[config.mk]
export PLATFORM = sky130hd
export DESIGN_NAME = json_string_unescape_utf8_core
export DESIGN_NICKNAME = d
export VERILOG_FILES = /design/src/design/jsu_pkg.sv /design/src/design/json_string_unescape_utf8_core.sv
export SDC_FILE = /design/constraint.sdc
export NUM_CORES = 1
export LEC_CHECK = 0
export BUFFER_PORTS_ARGS = -buffer_cell sky130_fd_sc_hd__buf_2
export CORE_MARGIN = 4
export CORE_UTILIZATION = 50
export CTS_BUF_LIST = sky130_fd_sc_hd__clkbuf_4 sky130_fd_sc_hd__clkbuf_8
export CTS_CLUSTER_DIAMETER = 80
export DETAILED_ROUTE_END_ITERATION = 7
export PLACE_DENSITY = 0.68
export SKIP_LAST_GASP = 1
export SYNTH_ARGS = -nofsm -noshare
export SYNTH_HDL_FRONTEND = slang
export SYNTH_SLANG_ARGS = --single-unit
[constraint.sdc]
create_clock -name clk -period 3.86 [get_ports clk]
set_input_delay 0.386 -clock clk [delete_from_list [all_inputs] [get_ports clk]]
set_output_delay 0.386 -clock clk [all_outputs]
set_load 0.01 [all_outputs]
[src/design/jsu_pkg.sv]
// ---------------------------------------------------------------------------
// JSON string unescape package
// Shared result type, status codes and hex digit decode for the unescaper.
// ---------------------------------------------------------------------------
package jsu_pkg;

  // Status codes carried on the final item of a string
  localparam logic [2:0] ST_OK         = 3'd0;
  localparam logic [2:0] ST_MISS_QUOTE = 3'd1;
  localparam logic [2:0] ST_BAD_CHAR   = 3'd2;
  localparam logic [2:0] ST_BAD_HEX    = 3'd3;
  localparam logic [2:0] ST_BAD_SURR   = 3'd4;

  // Characters of interest
  localparam logic [7:0] CH_QUOTE = 8'h22;
  localparam logic [7:0] CH_BSL   = 8'h5C;
  localparam logic [7:0] CH_SLASH = 8'h2F;
  localparam logic [7:0] CH_B     = 8'h62;
  localparam logic [7:0] CH_T     = 8'h74;
  localparam logic [7:0] CH_N     = 8'h6E;
  localparam logic [7:0] CH_R     = 8'h72;
  localparam logic [7:0] CH_F     = 8'h66;
  localparam logic [7:0] CH_U     = 8'h75;
  localparam logic [7:0] CH_SPACE = 8'h20;

  // Most result items one input item can produce
  localparam int MAX_RES = 4;

  // One result item
  typedef struct packed {
    logic       is_status;
    logic [7:0] data_byte;
    logic [2:0] status_code;
  } res_t;

  // Hex digit decode: bit 4 flags a valid digit, bits 3:0 hold its value
  function automatic logic [4:0] hex_decode(input logic [7:0] c);
    logic [4:0] r;
    r = 5'd0;
    if (c >= 8'h30 && c <= 8'h39) r = {1'b1, c[3:0]};
    else if ((c >= 8'h41 && c <= 8'h46) || (c >= 8'h61 && c <= 8'h66))
      r = {1'b1, c[3:0] + 4'd9};
    return r;
  endfunction

endpackage

[src/design/json_string_unescape_utf8_core.sv]
// ---------------------------------------------------------------------------
// JSON string unescaper with UTF-8 output
// Decodes JSON string escapes, joins surrogate pairs and emits UTF-8 bytes.
// ---------------------------------------------------------------------------
// Feed JSON text one byte per item on text_*; decoded bytes and one final
// status per string leave on res_*. Bytes outside a string are dropped until
// an opening quote. Every input item is decoded in the cycle it is accepted
// and its 0 to 4 result items are loaded into a four-slot output buffer that
// drains one item per cycle while res_ready is high. A new byte is taken
// when that buffer is empty or its only item leaves in the same cycle, so
// plain text and single-byte escapes run at one byte per cycle; a multi-byte
// \uXXXX holds the input until its last byte leaves. On an error status the
// consumer should discard the data bytes already delivered for that string.
// ---------------------------------------------------------------------------
module json_string_unescape_utf8_core
  import jsu_pkg::*;
(
  input  logic       clk,
  input  logic       rst,
  input  logic       text_valid,
  output logic       text_ready,
  input  logic [7:0] text_byte,
  output logic       res_valid,
  input  logic       res_ready,
  output logic       is_status,
  output logic [7:0] data_byte,
  output logic [2:0] status_code,
  output logic       last
);

  // Phase codes
  localparam logic [2:0] PH_IDLE = 3'd0;
  localparam logic [2:0] PH_STR  = 3'd1;
  localparam logic [2:0] PH_ESC  = 3'd2;
  localparam logic [2:0] PH_HEX1 = 3'd3;
  localparam logic [2:0] PH_SBS  = 3'd4;
  localparam logic [2:0] PH_SU   = 3'd5;
  localparam logic [2:0] PH_HEX2 = 3'd6;

  logic [2:0]  phase, phase_next;
  logic [15:0] code_unit, code_unit_next;
  logic [9:0]  high_bits, high_bits_next;
  logic [1:0]  hex_count, hex_count_next;

  res_t        slot [MAX_RES];
  logic [2:0]  buf_cnt;

  res_t        new_res [MAX_RES];
  logic [2:0]  new_cnt;

  logic        acc, pop;
  logic [4:0]  hx;
  logic [15:0] cu_shift;
  logic [20:0] cp;
  logic        emit;

  assign res_valid  = (buf_cnt != 3'd0);
  assign pop        = res_valid && res_ready;
  assign text_ready = (buf_cnt == 3'd0) || (buf_cnt == 3'd1 && res_ready);
  assign acc        = text_valid && text_ready;

  assign is_status   = slot[0].is_status;
  assign data_byte   = slot[0].data_byte;
  assign status_code = slot[0].status_code;
  assign last        = slot[0].is_status;

  assign hx       = hex_decode(text_byte);
  assign cu_shift = {code_unit[11:0], hx[3:0]};

  // Decode one text byte against the current phase
  always_comb begin
    phase_next     = phase;
    code_unit_next = code_unit;
    high_bits_next = high_bits;
    hex_count_next = hex_count;
    new_cnt        = 3'd0;
    emit           = 1'b0;
    cp             = 21'd0;
    for (int i = 0; i < MAX_RES; i++) new_res[i] = '0;

    unique case (phase)
      PH_STR: begin
        if (text_byte == CH_QUOTE) begin
          new_res[0] = '{1'b1, 8'h00, ST_OK};
          new_cnt    = 3'd1;
        end else if (text_byte == CH_BSL) begin
          phase_next = PH_ESC;
        end else if (text_byte == 8'h00) begin
          new_res[0] = '{1'b1, 8'h00, ST_MISS_QUOTE};
          new_cnt    = 3'd1;
        end else if (text_byte < CH_SPACE) begin
          new_res[0] = '{1'b1, 8'h00, ST_BAD_CHAR};
          new_cnt    = 3'd1;
        end else begin
          new_res[0] = '{1'b0, text_byte, ST_OK};
          new_cnt    = 3'd1;
        end
      end
      PH_ESC: begin
        phase_next = PH_STR;
        new_cnt    = 3'd1;
        unique case (text_byte)
          CH_QUOTE, CH_BSL, CH_SLASH: new_res[0] = '{1'b0, text_byte, ST_OK};
          CH_B: new_res[0] = '{1'b0, 8'h08, ST_OK};
          CH_T: new_res[0] = '{1'b0, 8'h09, ST_OK};
          CH_N: new_res[0] = '{1'b0, 8'h0A, ST_OK};
          CH_R: new_res[0] = '{1'b0, 8'h0D, ST_OK};
          CH_F: new_res[0] = '{1'b0, 8'h0C, ST_OK};
          CH_U: begin
            phase_next     = PH_HEX1;
            code_unit_next = 16'd0;
            hex_count_next = 2'd0;
            new_cnt        = 3'd0;
          end
          default: new_res[0] = '{1'b1, 8'h00, ST_BAD_CHAR};
        endcase
      end
      PH_HEX1, PH_HEX2: begin
        if (!hx[4]) begin
          new_res[0] = '{1'b1, 8'h00, ST_BAD_HEX};
          new_cnt    = 3'd1;
        end else if (hex_count != 2'd3) begin
          code_unit_next = cu_shift;
          hex_count_next = hex_count + 2'd1;
        end else begin
          code_unit_next = 16'd0;
          hex_count_next = 2'd0;
          if (phase == PH_HEX1) begin
            if (cu_shift[15:10] == 6'b110110) begin
              // High surrogate: hold its bits and wait for the low half
              high_bits_next = cu_shift[9:0];
              phase_next     = PH_SBS;
            end else begin
              phase_next = PH_STR;
              emit       = 1'b1;
              cp         = {5'd0, cu_shift};
            end
          end else if (cu_shift[15:10] != 6'b110111) begin
            new_res[0] = '{1'b1, 8'h00, ST_BAD_SURR};
            new_cnt    = 3'd1;
          end else begin
            phase_next = PH_STR;
            emit       = 1'b1;
            cp         = {1'b0, high_bits, cu_shift[9:0]} + 21'h10000;
          end
        end
      end
      PH_SBS: begin
        if (text_byte != CH_BSL) begin
          new_res[0] = '{1'b1, 8'h00, ST_BAD_SURR};
          new_cnt    = 3'd1;
        end else begin
          phase_next = PH_SU;
        end
      end
      PH_SU: begin
        if (text_byte != CH_U) begin
          new_res[0] = '{1'b1, 8'h00, ST_BAD_SURR};
          new_cnt    = 3'd1;
        end else begin
          phase_next     = PH_HEX2;
          code_unit_next = 16'd0;
          hex_count_next = 2'd0;
        end
      end
      default: begin
        phase_next = (text_byte == CH_QUOTE) ? PH_STR : PH_IDLE;
      end
    endcase

    // Encode a finished code point as UTF-8
    if (emit) begin
      if (cp <= 21'h7F) begin
        new_res[0] = '{1'b0, cp[7:0], ST_OK};
        new_cnt    = 3'd1;
      end else if (cp <= 21'h7FF) begin
        new_res[0] = '{1'b0, {3'b110, cp[10:6]}, ST_OK};
        new_res[1] = '{1'b0, {2'b10, cp[5:0]}, ST_OK};
        new_cnt    = 3'd2;
      end else if (cp <= 21'hFFFF) begin
        new_res[0] = '{1'b0, {4'b1110, cp[15:12]}, ST_OK};
        new_res[1] = '{1'b0, {2'b10, cp[11:6]}, ST_OK};
        new_res[2] = '{1'b0, {2'b10, cp[5:0]}, ST_OK};
        new_cnt    = 3'd3;
      end else begin
        new_res[0] = '{1'b0, {5'b11110, cp[20:18]}, ST_OK};
        new_res[1] = '{1'b0, {2'b10, cp[17:12]}, ST_OK};
        new_res[2] = '{1'b0, {2'b10, cp[11:6]}, ST_OK};
        new_res[3] = '{1'b0, {2'b10, cp[5:0]}, ST_OK};
        new_cnt    = 3'd4;
      end
    end

    // Any status ends the string
    if (new_res[0].is_status) begin
      phase_next     = PH_IDLE;
      code_unit_next = 16'd0;
      hex_count_next = 2'd0;
    end
  end

  // Advance decoder state on each accepted item
  always_ff @(posedge clk) begin
    if (rst) begin
      phase     <= PH_IDLE;
      code_unit <= 16'd0;
      high_bits <= 10'd0;
      hex_count <= 2'd0;
    end else if (acc) begin
      phase     <= phase_next;
      code_unit <= code_unit_next;
      high_bits <= high_bits_next;
      hex_count <= hex_count_next;
    end
  end

  // Output buffer: load on accept, otherwise shift on each delivered item
  always_ff @(posedge clk) begin
    if (rst) begin
      buf_cnt <= 3'd0;
    end else if (acc) begin
      buf_cnt <= new_cnt;
    end else if (pop) begin
      buf_cnt <= buf_cnt - 3'd1;
    end
  end

  always_ff @(posedge clk) begin
    if (acc) begin
      for (int i = 0; i < MAX_RES; i++) slot[i] <= new_res[i];
    end else if (pop) begin
      for (int i = 0; i < MAX_RES - 1; i++) slot[i] <= slot[i + 1];
      slot[MAX_RES - 1] <= '0;
    end
  end

  // Buffer count never exceeds four, the most results one item can produce
  a_cnt_bound: assert property (@(posedge clk) disable iff (rst)
    buf_cnt <= 3'd4)
    else $error("output buffer count out of range");

  // A status item is always the only one left in the buffer
  a_status_alone: assert property (@(posedge clk) disable iff (rst)
    (res_valid && is_status) |-> (buf_cnt == 3'd1))
    else $error("status item not alone in buffer");

  // A status result returns the decoder to idle
  a_status_idle: assert property (@(posedge clk) disable iff (rst)
    (acc && new_cnt != 3'd0 && new_res[0].is_status) |=> (phase == PH_IDLE))
    else $error("decoder not idle after status");

  // Hex digit count runs only inside a hex quad
  a_hex_phase: assert property (@(posedge clk) disable iff (rst)
    (hex_count != 2'd0) |-> (phase == PH_HEX1 || phase == PH_HEX2))
    else $error("hex count outside hex quad");

endmodule

### Yosys cells after proc, flatten, opt, wreduce, memory -nomap -nowiden

Memories as Yosys holds them, arrays and structs flattened.
Index checks and enable logic that the tools add are counted.
Widths: inputs -> output; s select.

* input port bits: 12
* memories kept: 1
* memory bits (writable): 48
* output and inout port bits: 15
* register bits: 30

Memory list
* slot: depth 4, width 12, read ports 4, clocked after memory_dff 0, write ports 4, line json_string_unescape_utf8_core.sv:45 `res_t slot [MAX_RES];`

* equality and inequality tests: 29
* add/sub/neg operators: 4
* bitwise gates (word level): 5
* magnitude comparators: 10
* reduce and logical (&&, ||, !) cells: 18
* muxes and demuxes: 83

Operators by type and width (count)
* $mux 12: 20
* $mux 21: 6
* $pmux 12 s7: 1
* $pmux 12 s5: 1
* $eq 8x7->1 const B: 7
* $mux 3: 16
* $mux 48: 1
* $mux 36: 1
* $pmux 12 s3: 1
* $mux 32: 1
* $mux 24: 1
* $add 20x17->21 const B: 1
* $le 21x11->1 const B: 1
* $le 21x16->1 const B: 1
* $le 21x7->1 const B: 1
* $mux 1: 21
* $ne 3x3->1 const B: 7
* $eq 8x6->1 const B: 2
* $ge 8x7->1 const B: 2
* $le 8x7->1 const B: 2
* $mux 16: 1
* $ne 8x7->1 const B: 2
* $pmux 3 s5: 1
* $mux 2: 6
* other kinds (31): 45

### Depth between registers and ports, before layout

* word-level depth: 18
* depth in mapped cells: 10
* depth with buffers taken out: 10

### Least setup slack after synthesis

Ideal clock, no wire load.

* kind: in2reg
* start point: input text_byte[0]
* end point: memory slot[2][5] in the netlist's numbering, data pin
* setup slack: 1.318 ns
* cell stages on the path: 10
* path buffers: 0
* arrival time: 2.281 ns
* required time: 3.599 ns
* cell sequence: inv_1 ha_1 or3b_1 nand3_1 a21o_1 nor3_4 o21a_4 nand2_4 inv_2 a221o_1

RTL lines
* from (decl): line json_string_unescape_utf8_core.sv:22 `input logic [7:0] text_byte,`
* to (decl): line json_string_unescape_utf8_core.sv:45

==> metrics <==
setup TNS=0 ps; number of I/O port buffers=26; Psw=0.632 mW; Synth async-reset ratio=0; synth top area cells=edfxtp_1 24%, dfxtp_1 15%, nand2_1 4.3%; outcome=complete, no violations; total die area=9740 µm²; worst path required time=4010 ps; most frequent cells in the layout=47 x nand2_1, 45 x nor2_1, 33 x edfxtp_1; HP Class=in2reg; max-cap viol count=0; reg2reg setup slack=440 ps; total clock sinks=63; Remaining DRCs=0; Syn Nets=483; leading area contributor after synthesis=edfxtp_1; Post-layout nets=499; Avg Inst Size Synth=8.92 µm²; initial antenna violation count=0; vias per cell=6.58; sequential power share=0.462; CP Max Fanout=21; layout cells sized above 1=0.139; Initial Utilization=0.524; Root Buffer=clkbuf_8; WL/cell=20.3 µm; share of the clock period used by the worst path=0.885; Via Count=3841; clk_lat worst skew=350 ps; Final Max Tran Viols=0; post-CTS sizing=0; first-pass GRT wire length=19000 µm; area of the core=7850 µm²; FMAX=0.293 GHz; crit path to=slot[0][7]; Total Routing Usage GR=0.246; Seq/Total Area, Yosys=0.387; crit start category=register; # setup viols final=0; Ports=27; vias in the first global route=3566; DR iter-0 viols=409; Crit Path Category=reg2reg; final hold violations=0; synth warn=0; start point of the critical path=phase[1]; TritonCTS Buffers=9; internal power=1.40 mW; Routed WL=11800 µm; R2R Path End=slot[0][7]; Gate Count Post-Synth=461; antenna-violating nets left=0; Die Span Y=98.7 µm; post-CTS setup buffers=0; Mapped Area=4110 µm²; Worst Max-Slew Pin Slew=978 ps; Power Total=2.03 mW; hold_buf cts=0; switching portion of total power=0.311; Clock Power Share=0.316; Worst Clk Skew=9.09 ps; worst vdd ir=370 µV; clock slew at reported path FFs=80 ps; growth of design area from synthesis to finish=9.40%; row count=32; most common cell after layout, fill and taps aside=nand2_1; synth unique cells=77; Post-synth EDFFs=33; RD Place Congestion=0.957; htree depth=3; WP data arrival=3570 ps; Seq cells post-synth=63; share of the synthesized area in the top cell type=0.241; CTS tree=done; reg2reg start=phase[1]; First-pass DRT Iterations=5; Logic pwr share=0.222; Worst R2R Path Depth=7; unrepaired setup endpoints after global routing=no; Worst Setup End Kind=register; relative slew slack=0.345; Top FF cell, synth=edfxtp_1; P per Cell Area=452 nW/µm²; total congestion overflow=0; diodes inserted=0; largest net degree at the start of global routing=34; P_leak=1.60 nW; minimum clock period=3420 ps; CTS Buffer Depth=2; Die X-Extent=98.7 µm; DP HPWL=8590 µm
layer usage:
metal	wire length, µm	track usage	vias up
met1	5650	0.351	1850
met4	340	0.0924	0
met5	0	0	-
li1	-	-	1793
met2	5050	0.364	167
met3	794	0.0538	31
Yosys cell counts (all sizes together) (11+ instances only):
library cell  count
a21oi            22
a22o             11
buf              13
clkbuf           12
dfxtp            30
edfxtp           33
inv              14
nand2            49
nand2b           11
nand3            17
nor2             47
nor3             20
o21ai            33
area by class of cell:
cell class,count,area (µm²)
clock buffers,9,124
clock inverters,7,95.1
fillers,768,3350
inverters,14,52.6
multi-input cells,359,2350
flip-flops and latches,63,1590
well taps,102,128
repair buffers,30,160
metrics by stage:
step            util  instances  hold slack [ps]  cell area [µm²]  worst slack [ps]
5_1_grt        0.573        584              457             4500               268
6_report       0.573        584              441             4500               443
3_3_place_gp   0.545        568              461             4280               551
3_5_place_dp   0.545        568              465             4280               590
2_1_floorplan      -        461              443             4110              1320
4_1_cts        0.573        584              443             4500               559
critical path, cell delays in order, from the launching register on:
cell and delay [ps]:
dfxtp_1 570, and3b_1 490, o41ai_1 130, a2bb2oi_1 270
o2111ai_2 560, o21ai_1 730, nand2_1 150, a221oi_1 310
registers in the layout (all words and copies together) (netlist names):
register,flops
slot,33
code_unit,12
high_bits,10
buf_cnt,3
phase,3
hex_count,2
logic make-up (layout without fill, tap and decap cells):
family | Yosys count | in the layout | synth area share
flops | 63 | 63 | 0.387
mux | 9 | 9 | 0.0219
simple gates | 198 | 198 | 0.264
buf+inv | 39 | 60 | 0.0426
compound gates | 139 | 139 | 0.248
fa+ha+maj | 10 | 10 | 0.0304
xor+xnor | 3 | 3 | 0.00639
how the worst min path moves through the flow:
stage                       from      endpoint  slack (ps)  depth (start not counted)
global placement    hex_count[0]  hex_count[0]         460                          1
finish                       rst      phase[2]         440                          2
global route                 rst  high_bits[5]         460                          2
floorplan           hex_count[0]  hex_count[0]         440                          1
detailed placement  hex_count[0]  hex_count[0]         460                          1
CTS                          rst      phase[2]         440                          2
power by group through the flow:
| stage | Sequential [mW] | Combinational (mW) | Clock, mW |
|---|---|---|---|
| finish | 0.939 | 0.453 | 0.643 |
| global route | 0.951 | 0.497 | 0.686 |
| CTS | 0.939 | 0.454 | 0.649 |
| detailed placement | 0.953 | 0.453 | 0 |
| global placement | 0.953 | 0.450 | 0 |
| floorplan | 0.972 | 0.260 | 0 |
(Power assumes the default switching activity.)
